### config.mk
export PLATFORM = sky130hd
export DESIGN_NAME = signed_int_to_base_digits_flat
export DESIGN_NICKNAME = d
export VERILOG_FILES = /design/src/sitbd_pkg.sv /design/src/sitbd_if.sv /design/src/signed_int_to_base_digits.sv /design/src/flat_wrapper.sv
export SDC_FILE = /design/constraint.sdc
export NUM_CORES = 1
export LEC_CHECK = 0
export BUFFER_PORTS_ARGS = -buffer_cell sky130_fd_sc_hd__buf_2
export CORE_MARGIN = 8
export CORE_UTILIZATION = 48
export CTS_CLUSTER_SIZE = 14
export DETAILED_ROUTE_END_ITERATION = 6
export HOLD_SLACK_MARGIN = 0.06
export PLACE_DENSITY_LB_ADDON = 0.25
export SETUP_SLACK_MARGIN = 0.4
export SLEW_MARGIN = 20
export SYNTH_ARGS = -nofsm -noshare
export SYNTH_HDL_FRONTEND = slang
export SYNTH_SLANG_ARGS = --single-unit
### constraint.sdc
create_clock -name clk -period 14.2 [get_ports clk]
set_input_delay 2.84 -clock clk [delete_from_list [all_inputs] [get_ports clk]]
set_output_delay 2.84 -clock clk [all_outputs]
set_load 0.02 [all_outputs]
### src/sitbd_pkg.sv
// sitbd_pkg: shared widths, character codes and register indexes for the
// signed integer to base digits converter.
// No dependencies.
`timescale 1ns / 1ps
`default_nettype none

package sitbd_pkg;

    localparam int NUM_W       = 32;  // input number width
    localparam int SYM_W       = 8;   // one text byte
    localparam int DIGIT_W     = 5;   // digit value, radix <= 32
    localparam int LEN_W       = 6;   // base_length register width
    localparam int STACK_DEPTH = 32;  // max digits (radix 2, 32 bits)
    localparam int ALPHA_WORDS = 4;
    localparam int CFG_DATA_W  = 64;
    localparam int CFG_IDX_W   = 3;

    localparam logic [SYM_W-1:0] CHAR_PLUS  = 8'h2B;
    localparam logic [SYM_W-1:0] CHAR_MINUS = 8'h2D;

    localparam logic [CFG_IDX_W-1:0] REG_ALPHABET_0 = 3'd0;
    localparam logic [CFG_IDX_W-1:0] REG_ALPHABET_1 = 3'd1;
    localparam logic [CFG_IDX_W-1:0] REG_ALPHABET_2 = 3'd2;
    localparam logic [CFG_IDX_W-1:0] REG_ALPHABET_3 = 3'd3;
    localparam logic [CFG_IDX_W-1:0] REG_BASE_LEN   = 3'd4;

    typedef logic [NUM_W-1:0]        number_t;
    typedef logic [SYM_W-1:0]        symbol_t;
    typedef logic [DIGIT_W-1:0]      digit_t;
    typedef logic [LEN_W-1:0]        len_t;
    typedef logic [CFG_DATA_W-1:0]   cfg_data_t;
    typedef logic [CFG_IDX_W-1:0]    cfg_idx_t;

endpackage

`default_nettype wire

### src/sitbd_if.sv
// sitbd_if: valid/ready channels for input numbers and output symbols.
// Depends on sitbd_pkg.
`timescale 1ns / 1ps
`default_nettype none

interface sitbd_num_if;
    logic                    valid;
    logic                    ready;
    logic signed [sitbd_pkg::NUM_W-1:0] number;

    modport source  (output valid, output number, input ready);
    modport sink    (input valid, input number, output ready);
    modport monitor (input valid, input number, input ready);
endinterface

interface sitbd_sym_if;
    logic               valid;
    logic               ready;
    sitbd_pkg::symbol_t symbol;
    logic               is_last;

    modport source  (output valid, output symbol, output is_last, input ready);
    modport sink    (input valid, input symbol, input is_last, output ready);
    modport monitor (input valid, input symbol, input is_last, input ready);
endinterface

`default_nettype wire

### src/signed_int_to_base_digits.sv
// signed_int_to_base_digits: renders a signed 32-bit number as text in a
// configurable alphabet, most significant symbol first.
// Depends on sitbd_pkg and sitbd_if.
//
//  channel   dir  payload                    accepted when
//  num_in    in   number[31:0] signed        valid && ready
//  sym_out   out  symbol[7:0], is_last       valid && ready
//  cfg_wr_*  in   index[2:0], data[63:0]     cfg_wr_en
//
// Per item, in order: one duplicate/sign check per alphabet symbol, then
// one restoring divider step per cycle for each digit, then the sign for
// a negative number, then one symbol per digit. An invalid alphabet gives
// no output. One item at a time; ready is high only in idle.
// Result register decouples output stalls; a stalled sym_out holds the
// sequencer. Reset clears control and config; the digit stack is not reset.
`timescale 1ns / 1ps
`default_nettype none

module signed_int_to_base_digits #(
    parameter int MAX_SYMBOLS = 32
) (
    input  wire                    clk,
    input  wire                    rst_n,
    sitbd_num_if.sink              num_in,
    sitbd_sym_if.source            sym_out,
    input  wire                    cfg_wr_en,
    input  wire sitbd_pkg::cfg_idx_t  cfg_wr_index,
    input  wire sitbd_pkg::cfg_data_t cfg_wr_data
);

    localparam logic [2:0] ST_IDLE  = 3'd0;
    localparam logic [2:0] ST_CHECK = 3'd1;
    localparam logic [2:0] ST_DIV   = 3'd2;
    localparam logic [2:0] ST_SIGN  = 3'd3;
    localparam logic [2:0] ST_EMIT  = 3'd4;

    // configuration
    sitbd_pkg::cfg_data_t alpha_reg [sitbd_pkg::ALPHA_WORDS];
    sitbd_pkg::len_t      base_len_reg;
    logic [sitbd_pkg::STACK_DEPTH-1:0][sitbd_pkg::SYM_W-1:0] sym_tab;

    // sequencer
    logic [2:0]              state_reg, state_next;
    logic                    neg_reg, neg_next;
    logic [4:0]              idx_reg, idx_next;
    sitbd_pkg::number_t      quot_reg, quot_next;
    sitbd_pkg::digit_t       rem_reg, rem_next;
    logic [4:0]              step_reg, step_next;
    sitbd_pkg::len_t         count_reg, count_next;
    sitbd_pkg::digit_t       stack_reg [sitbd_pkg::STACK_DEPTH];

    // output register
    logic                    ov_reg, ov_next;
    sitbd_pkg::symbol_t      osym_reg, osym_next;
    logic                    olast_reg, olast_next;

    logic                    len_ok;
    sitbd_pkg::symbol_t      cur_sym;
    logic                    dup;
    logic [5:0]              trial;
    logic                    ge;
    sitbd_pkg::digit_t       rem_new;
    sitbd_pkg::number_t      quot_new;
    sitbd_pkg::number_t      raw;
    sitbd_pkg::len_t         pop_idx;
    logic                    slot_free;
    logic                    stack_we;

    function automatic sitbd_pkg::len_t pop_len(input sitbd_pkg::len_t len);
        pop_len = len - 6'd1;
    endfunction

    assign sym_tab = {alpha_reg[3], alpha_reg[2], alpha_reg[1], alpha_reg[0]};

    assign len_ok = (base_len_reg >= 6'd2) &&
                    (base_len_reg <= sitbd_pkg::len_t'(MAX_SYMBOLS));

    // symbol under check against every earlier symbol
    assign cur_sym = sym_tab[idx_reg];
    always_comb
    begin
        dup = 1'b0;
        for (int k = 0; k < sitbd_pkg::STACK_DEPTH; k++)
        begin
            if ((5'(k) < idx_reg) && (sym_tab[k] == cur_sym))
                dup = 1'b1;
        end
    end

    // restoring divider, one quotient bit per cycle
    assign trial    = {rem_reg, quot_reg[sitbd_pkg::NUM_W-1]};
    assign ge       = (trial >= base_len_reg);
    assign rem_new  = ge ? 5'(trial - base_len_reg) : trial[4:0];
    assign quot_new = {quot_reg[sitbd_pkg::NUM_W-2:0], ge};

    assign raw       = $unsigned(num_in.number);
    assign pop_idx   = count_reg - 6'd1;
    assign slot_free = !ov_reg || sym_out.ready;

    assign num_in.ready    = (state_reg == ST_IDLE);
    assign sym_out.valid   = ov_reg;
    assign sym_out.symbol  = osym_reg;
    assign sym_out.is_last = olast_reg;

    always_comb
    begin
        state_next = state_reg;
        neg_next   = neg_reg;
        idx_next   = idx_reg;
        quot_next  = quot_reg;
        rem_next   = rem_reg;
        step_next  = step_reg;
        count_next = count_reg;
        stack_we   = 1'b0;
        ov_next    = sym_out.ready ? 1'b0 : ov_reg;
        osym_next  = osym_reg;
        olast_next = olast_reg;

        case (state_reg)
            ST_IDLE:
            begin
                if (num_in.valid)
                begin
                    neg_next  = raw[sitbd_pkg::NUM_W-1];
                    quot_next = raw[sitbd_pkg::NUM_W-1] ? (32'd0 - raw) : raw;
                    idx_next  = 5'd0;
                    if (len_ok)
                        state_next = ST_CHECK;
                end
            end
            ST_CHECK:
            begin
                if (dup || (cur_sym inside {sitbd_pkg::CHAR_PLUS, sitbd_pkg::CHAR_MINUS}))
                begin
                    state_next = ST_IDLE;
                end
                else if ({1'b0, idx_reg} == pop_len(base_len_reg))
                begin
                    rem_next   = '0;
                    step_next  = '0;
                    count_next = '0;
                    state_next = ST_DIV;
                end
                else
                begin
                    idx_next = idx_reg + 5'd1;
                end
            end
            ST_DIV:
            begin
                quot_next = quot_new;
                rem_next  = rem_new;
                step_next = step_reg + 5'd1;
                if (step_reg == 5'd31)
                begin
                    // digit done: push remainder, restart on quotient
                    stack_we   = 1'b1;
                    count_next = count_reg + 6'd1;
                    rem_next   = '0;
                    if (quot_new == '0 || count_reg == 6'd31)
                        state_next = neg_reg ? ST_SIGN : ST_EMIT;
                end
            end
            ST_SIGN:
            begin
                if (slot_free)
                begin
                    ov_next    = 1'b1;
                    osym_next  = sitbd_pkg::CHAR_MINUS;
                    olast_next = 1'b0;
                    state_next = ST_EMIT;
                end
            end
            ST_EMIT:
            begin
                if (slot_free)
                begin
                    ov_next    = 1'b1;
                    osym_next  = sym_tab[stack_reg[pop_idx[4:0]]];
                    olast_next = (pop_idx == '0);
                    count_next = pop_idx;
                    if (pop_idx == '0)
                        state_next = ST_IDLE;
                end
            end
            default:
            begin
                state_next = ST_IDLE;
            end
        endcase
    end

    always_ff @(posedge clk or negedge rst_n)
    begin
        if (!rst_n)
        begin
            state_reg    <= ST_IDLE;
            ov_reg       <= 1'b0;
            count_reg    <= '0;
            base_len_reg <= '0;
            for (int w = 0; w < sitbd_pkg::ALPHA_WORDS; w++)
                alpha_reg[w] <= '0;
        end
        else
        begin
            state_reg <= state_next;
            ov_reg    <= ov_next;
            count_reg <= count_next;
            if (cfg_wr_en)
            begin
                case (cfg_wr_index)
                    sitbd_pkg::REG_ALPHABET_0: alpha_reg[0] <= cfg_wr_data;
                    sitbd_pkg::REG_ALPHABET_1: alpha_reg[1] <= cfg_wr_data;
                    sitbd_pkg::REG_ALPHABET_2: alpha_reg[2] <= cfg_wr_data;
                    sitbd_pkg::REG_ALPHABET_3: alpha_reg[3] <= cfg_wr_data;
                    sitbd_pkg::REG_BASE_LEN:
                        base_len_reg <= cfg_wr_data[sitbd_pkg::LEN_W-1:0];
                    default: ;
                endcase
            end
        end
    end

    // payload, no reset
    always_ff @(posedge clk)
    begin
        neg_reg   <= neg_next;
        idx_reg   <= idx_next;
        quot_reg  <= quot_next;
        rem_reg   <= rem_next;
        step_reg  <= step_next;
        osym_reg  <= osym_next;
        olast_reg <= olast_next;
        if (stack_we)
            stack_reg[count_reg[4:0]] <= rem_new;
    end

endmodule

`default_nettype wire

### src/flat_wrapper.sv
// flat-port wrapper written by rule: the top's interface ports become plain ports
module signed_int_to_base_digits_flat 
#(
    parameter int MAX_SYMBOLS = 32
)
  (clk, rst_n, cfg_wr_en, cfg_wr_index, cfg_wr_data, num_in_valid, num_in_number, num_in_ready, sym_out_valid, sym_out_symbol, sym_out_is_last, sym_out_ready);
  sitbd_num_if num_in_i ();
  sitbd_sym_if sym_out_i ();
  input  wire clk;
  input  wire rst_n;
  input  wire cfg_wr_en;
  input  wire sitbd_pkg::cfg_idx_t cfg_wr_index;
  input  wire sitbd_pkg::cfg_data_t cfg_wr_data;
  input wire logic [$bits(num_in_i.valid)-1:0] num_in_valid;
  input wire logic [$bits(num_in_i.number)-1:0] num_in_number;
  output wire logic [$bits(num_in_i.ready)-1:0] num_in_ready;
  output wire logic [$bits(sym_out_i.valid)-1:0] sym_out_valid;
  output wire logic [$bits(sym_out_i.symbol)-1:0] sym_out_symbol;
  output wire logic [$bits(sym_out_i.is_last)-1:0] sym_out_is_last;
  input wire logic [$bits(sym_out_i.ready)-1:0] sym_out_ready;
  assign num_in_i.valid = num_in_valid;
  assign num_in_i.number = num_in_number;
  assign num_in_ready = num_in_i.ready;
  assign sym_out_valid = sym_out_i.valid;
  assign sym_out_symbol = sym_out_i.symbol;
  assign sym_out_is_last = sym_out_i.is_last;
  assign sym_out_i.ready = sym_out_ready;
  signed_int_to_base_digits #(.MAX_SYMBOLS(MAX_SYMBOLS)) u_core (.clk(clk), .rst_n(rst_n), .num_in(num_in_i), .sym_out(sym_out_i), .cfg_wr_en(cfg_wr_en), .cfg_wr_index(cfg_wr_index), .cfg_wr_data(cfg_wr_data));
endmodule
# After elaboration in Yosys (flattened, before gate mapping)
# Memories as Yosys holds them, arrays and structs flattened.
# Index checks and enable logic that the tools add are counted.
# word_totals
ff_bits,329
ram_bits,160
input_bits,104
output_inout_bits,11
wordCells,254
mem_count,1
# op_classes
addsub,7
order_cmp,37
eq_ne,56
n_mux,78
reduce_logical,60
# mem_list
memory,depth,width,read_ports,rd_clocked_by_memory_dff,wr,line,rtl
u_core.stack_reg,32,5,1,0,1,signed_int_to_base_digits.sv:50,sitbd_pkg::digit_t stack_reg [sitbd_pkg::STACK_DEPTH];
# op_table
operator,n
8-bit == test,32
8-bit binary-select mux with 5-bit select,2
"5-bit less-than comparator, first input constant",16
32-bit two-way mux,2
32-bit one-hot mux with 2 select lines,1
1-bit two-way mux,41
"4-bit by 5-bit less-than comparator with 1-bit output, first input constant",8
5-bit two-way mux,7
1-bit logical AND,33
32-bit zero test,1
8-bit two-way mux,4
"1-bit by 32-bit subtractor with 32-bit output, first input constant",1
3-bit two-way mux,10
5-bit one-hot mux with 2 select lines,3
6-bit two-way mux,4
"3-bit by 5-bit less-than comparator with 1-bit output, first input constant",4
6-bit one-hot mux with 3 select lines,1
"8-bit by 6-bit == test with 1-bit output, second input constant",2
8-bit one-hot mux with 2 select lines,1
3-bit one-hot mux with 5 select lines,1
"2-bit by 1-bit inequality test with 1-bit output, second input constant",7
2-bit AND reduction,7
"3-bit by 2-bit == test with 1-bit output, second input constant",4
"5-bit by 6-bit less-than comparator with 1-bit output, second input constant",2
28 further kinds,44

# Depth between registers and ports, before layout
# depth
ltp_word,39
depth_mapped,21
ltp_nobuf,13

# Least setup slack after synthesis
# No wires, ideal clock.
# synth_path
kind,input -> register
startpoint,input port num_in_number[0]
endpoint,"register u_core.quot_reg[29], data pin"
arrival_ns,5.743
path_slack_ns,8.201
path_stages,10
n_path_buf,0
path_cell_list,or3_1 or3_1 or3_1 or3_1 or3_1 or3_4 or4_4 o41ai_4 xor2_1 o21ai_1
# synth_via
elab_chain_len,4
# synth_lines
item,line,rtl
from (decl),flat_wrapper.sv:15,input wire logic [$bits(num_in_i.number)-1:0] num_in_number;
1-bit by 32-bit subtractor with 32-bit output,signed_int_to_base_digits.sv:125,quot_next = raw[sitbd_pkg::NUM_W-1] ? (32'd0 - raw) : raw;
32-bit two-way mux,signed_int_to_base_digits.sv:125,
32-bit two-way mux,signed_int_to_base_digits.sv:122,if (num_in.valid)
32-bit one-hot mux with 2 select lines,signed_int_to_base_digits.sv:119,case (state_reg)
net u_core.quot_next[29],signed_int_to_base_digits.sv:46,"sitbd_pkg::number_t quot_reg, quot_next;"
to (signal assigned),signed_int_to_base_digits.sv:229,quot_reg <= quot_next;
to (decl),signed_int_to_base_digits.sv:46,
# The timed path passes the listed nets, and every way through them passes these cells. The select of a mux whose other input is x is not followed.
# A chain may end at the register's enable or synchronous reset.

# Worst setup path in the final report
# layout_path
startpoint,register u_core.count_reg[0]
endpoint,"register u_core.osym_reg[2] (netlist: u_core.sym_out.symbol[2]), data pin"
# layout_via
elab_chain_len,6
# layout_lines
item,line,rtl
from (decl),signed_int_to_base_digits.sv:49,"sitbd_pkg::len_t count_reg, count_next;"
from (signal assigned),signed_int_to_base_digits.sv:208,count_reg <= count_next;
6-bit by 1-bit subtractor with 6-bit output,signed_int_to_base_digits.sv:97,assign pop_idx = count_reg - 6'd1;
memory read 32 x 5 bit,-,
8-bit binary-select mux with 5-bit select,signed_int_to_base_digits.sv:179,osym_next = sym_tab[stack_reg[pop_idx[4:0]]];
8-bit two-way mux (not written as such),signed_int_to_base_digits.sv:179,
8-bit two-way mux,signed_int_to_base_digits.sv:176,if (slot_free)
8-bit one-hot mux with 2 select lines,signed_int_to_base_digits.sv:119,
to (signal assigned),signed_int_to_base_digits.sv:232,osym_reg <= osym_next;
to (decl),signed_int_to_base_digits.sv:54,"sitbd_pkg::symbol_t osym_reg, osym_next;"
# No other way between the ends. The select of a mux whose other input is x is not followed.

==> results.cfg <==
[timing]
worst_pin_slew_ns = 1.08
rsz0062_at_grt = no
fin_ws_ns = 8.02
max_freq_ghz = 0.162
maxSlewHeadroom = 0.281
fin_tns_setup_ns = 0
hold_violations = 0
min_period_ns = 6.18
period_share = 0.435
slew_viol_final = 0
finClkSkew_ns = 0.0566
finalSetupViolations = 0

[global_route]
antenna_found_initial = 2
track_usage = 0.268
grt_overflow = 0
grt_pass1_vias = 20100
grt_pass1_wl_mm = 135
grt_start_max_net_pins = 145

[floorplan]
die_y_um = 258
die_area_sq_um = 66400
start_util = 0.486
ios = 115
num_rows = 88
core-area_sq_um = 57700
fp.dieW_um = 258

[route]
routed_wl_mm = 91.6
met1_length_mm = 38.2
vias = 20100
avgRoutedWirePerCell_um = 28.7
drc_errors = 0
highest_layer = met5
drtPass1Iterations = 6
drt-initial-drc-count = 2197
ant_nets = 0
viasPerCell = 6.29
wl_met2_mm = 42.9
wl_met3_mm = 6.88

[min_path]
hold_class = reg2reg
min_path_cells = 1

[final_layout]
largest_reg_flops = 256
final_nets = 2504
diodes = 0
drive_above_1_share = 0.254
area_delta_synth_final_pct = 10.6
final_cell_count_no_fill = 3191
design_area_sq_um = 31000

[synthesis]
ys_seq_area_frac = 0.475
synth-edff-count = 217
ys.flop_type = dfrtp_1
yosys_warnings = 0
synth.ff_latch_count = 489
avgSynthCellArea_sq_um = 12.0
syn_inst = 2330
netlist_area_sq_um = 28000
syn_nets = 2453
ys_types = 70
async_flop_share = 0.556

[placed_design]
gp_congestion = 0.978
place_inst = 3090
pre_cts_ws_ns = 7.85
postPlaceCellArea_sq_um = 29200
hpwl_mm = 65.3
io_buffers = 114

[clocking]
cts.clk_slew.worst_paths_ns = 0.06
cts_tree = done
post_cts_buffers = 0
htree_levels = 2
cts.path.max_buffers = 3
cts_root_buf = clkbuf_16
cts_resized = 0
cts_buffers = 54
clk_latency_ns = 0.64
hold_buffers = 0
clkSinkCount = 489

[critical_path]
ff2ff_path_depth = 15
path_class = reg2reg
cp.arrival_ns = 6.51
worstPathRequired_ns = 14.53
path_max_fanout = 48
path_cells = buf_4 > inv_1 > ha_1 > buf_4 > mux4_2 > mux4_2 > mux2i_4 > buf_4 > buf_4 > a211oi_1 > a211oi_1 > a21oi_1 > nor2_1 > a21oi_1 > o211ai_1
cpMostUsedCell = buf_4
worst_path_largest_cell_delay_ns = 0.67
cp-end-kind = flip-flop
cpMaxStageDelayCell = o211ai_1
crit_path_start_kind = flip-flop

[outcome]
status = completed

[job]
drv_cap = 0
==> kinds of logic after synthesis <==
group,after synthesis,share of synthesized area
compound gates,377,0.0837
xor+xnor,293,0.0916
fa+ha+maj,19,0.00875
buf+inv,186,0.0339
flops,489,0.475
mux,539,0.228
simple gates,427,0.0785
==> synth_stat cells, types with 9 or more instances <==
| cell | instances | area, sq um |
|---|---|---|
| nand3_1 | 33 | 165 |
| nor2_1 | 75 | 282 |
| nor4_1 | 37 | 231 |
| buf_6 | 9 | 101 |
| dfrtp_1 | 272 | 6810 |
| ha_1 | 18 | 225 |
| clkbuf_1 | 76 | 285 |
| nor3_1 | 28 | 140 |
| o22ai_1 | 69 | 432 |
| mux2i_1 | 198 | 1980 |
| inv_1 | 22 | 82.6 |
| or3_1 | 14 | 87.6 |
| or4_1 | 9 | 67.6 |
| a21oi_1 | 56 | 280 |
| edfxtp_1 | 217 | 6520 |
| buf_4 | 37 | 278 |
| nand4_1 | 32 | 200 |
| xor2_1 | 202 | 1770 |
| xnor2_1 | 91 | 797 |
| mux4_2 | 50 | 1130 |
| o21ai_1 | 13 | 65.1 |
| buf_2 | 36 | 180 |
| o211ai_1 | 28 | 210 |
| o21ai_0 | 116 | 581 |
| a211oi_1 | 57 | 428 |
| mux2_2 | 288 | 3240 |
| nand2_1 | 119 | 447 |
| nor2b_1 | 39 | 244 |
==> layout by cell type, fill, tap and decap left out, drive strengths merged, types with 76 or more instances in the layout <==
cell type	n
dfrtp	272
edfxtp	217
nor2	76
xnor2	91
xor2	202
mux2	289
buf	159
o21ai	129
nand2	119
mux2i	200
==> worst max-delay path: cells and delay by family (launching register included) <==
kind	cells	cell delay, ns
simple gates	1	0.22
buf+inv	5	2.46
compound gates	5	1.25
mux	3	1.11
fa+ha+maj	1	0.40
flops	1	0.34
==> final cells by class <==
| type | instances | area, sq um |
|---|---|---|
| tap | 765 | 957 |
| inverter | 22 | 82.6 |
| multi-input combinational | 1655 | 13900 |
| sequential | 489 | 13300 |
| clock buffer | 70 | 1480 |
| clock inverter | 31 | 357 |
| fill | 4959 | 26700 |
| timing repair buffer | 159 | 947 |
==> final timing paths <==
path                                      start                       end  slack (ns)
max                         u_core.count_reg[0]  u_core.sym_out.symbol[2]        8.02
min                        u_core.alpha_reg[58]      u_core.alpha_reg[58]        0.54
max reg2reg                 u_core.count_reg[0]  u_core.sym_out.symbol[2]        8.02
min reg2reg                u_core.alpha_reg[58]      u_core.alpha_reg[58]        0.54
max in group asynchronous                 rst_n       u_core.count_reg[0]       10.29
min in group asynchronous                 rst_n      u_core.alpha_reg[97]        2.31
==> per-layer routing <==
metal	global-route usage	vias to the layer above
met3	0.0436	205
met2	0.432	937
met4	0.0959	2
li1	-	8783
met5	0	-
met1	0.366	10200
==> stage by stage <==
step	utilization	hold slack, ns
finish	0.537	0.540
global route	0.537	0.577
CTS	0.537	0.547
detailed placement	0.505	0.533
global placement	0.505	0.530
floorplan	-	0.494
Power is not shown: default switching activity piles up to over one toggle a cycle in this logic, so the estimate is an artifact.
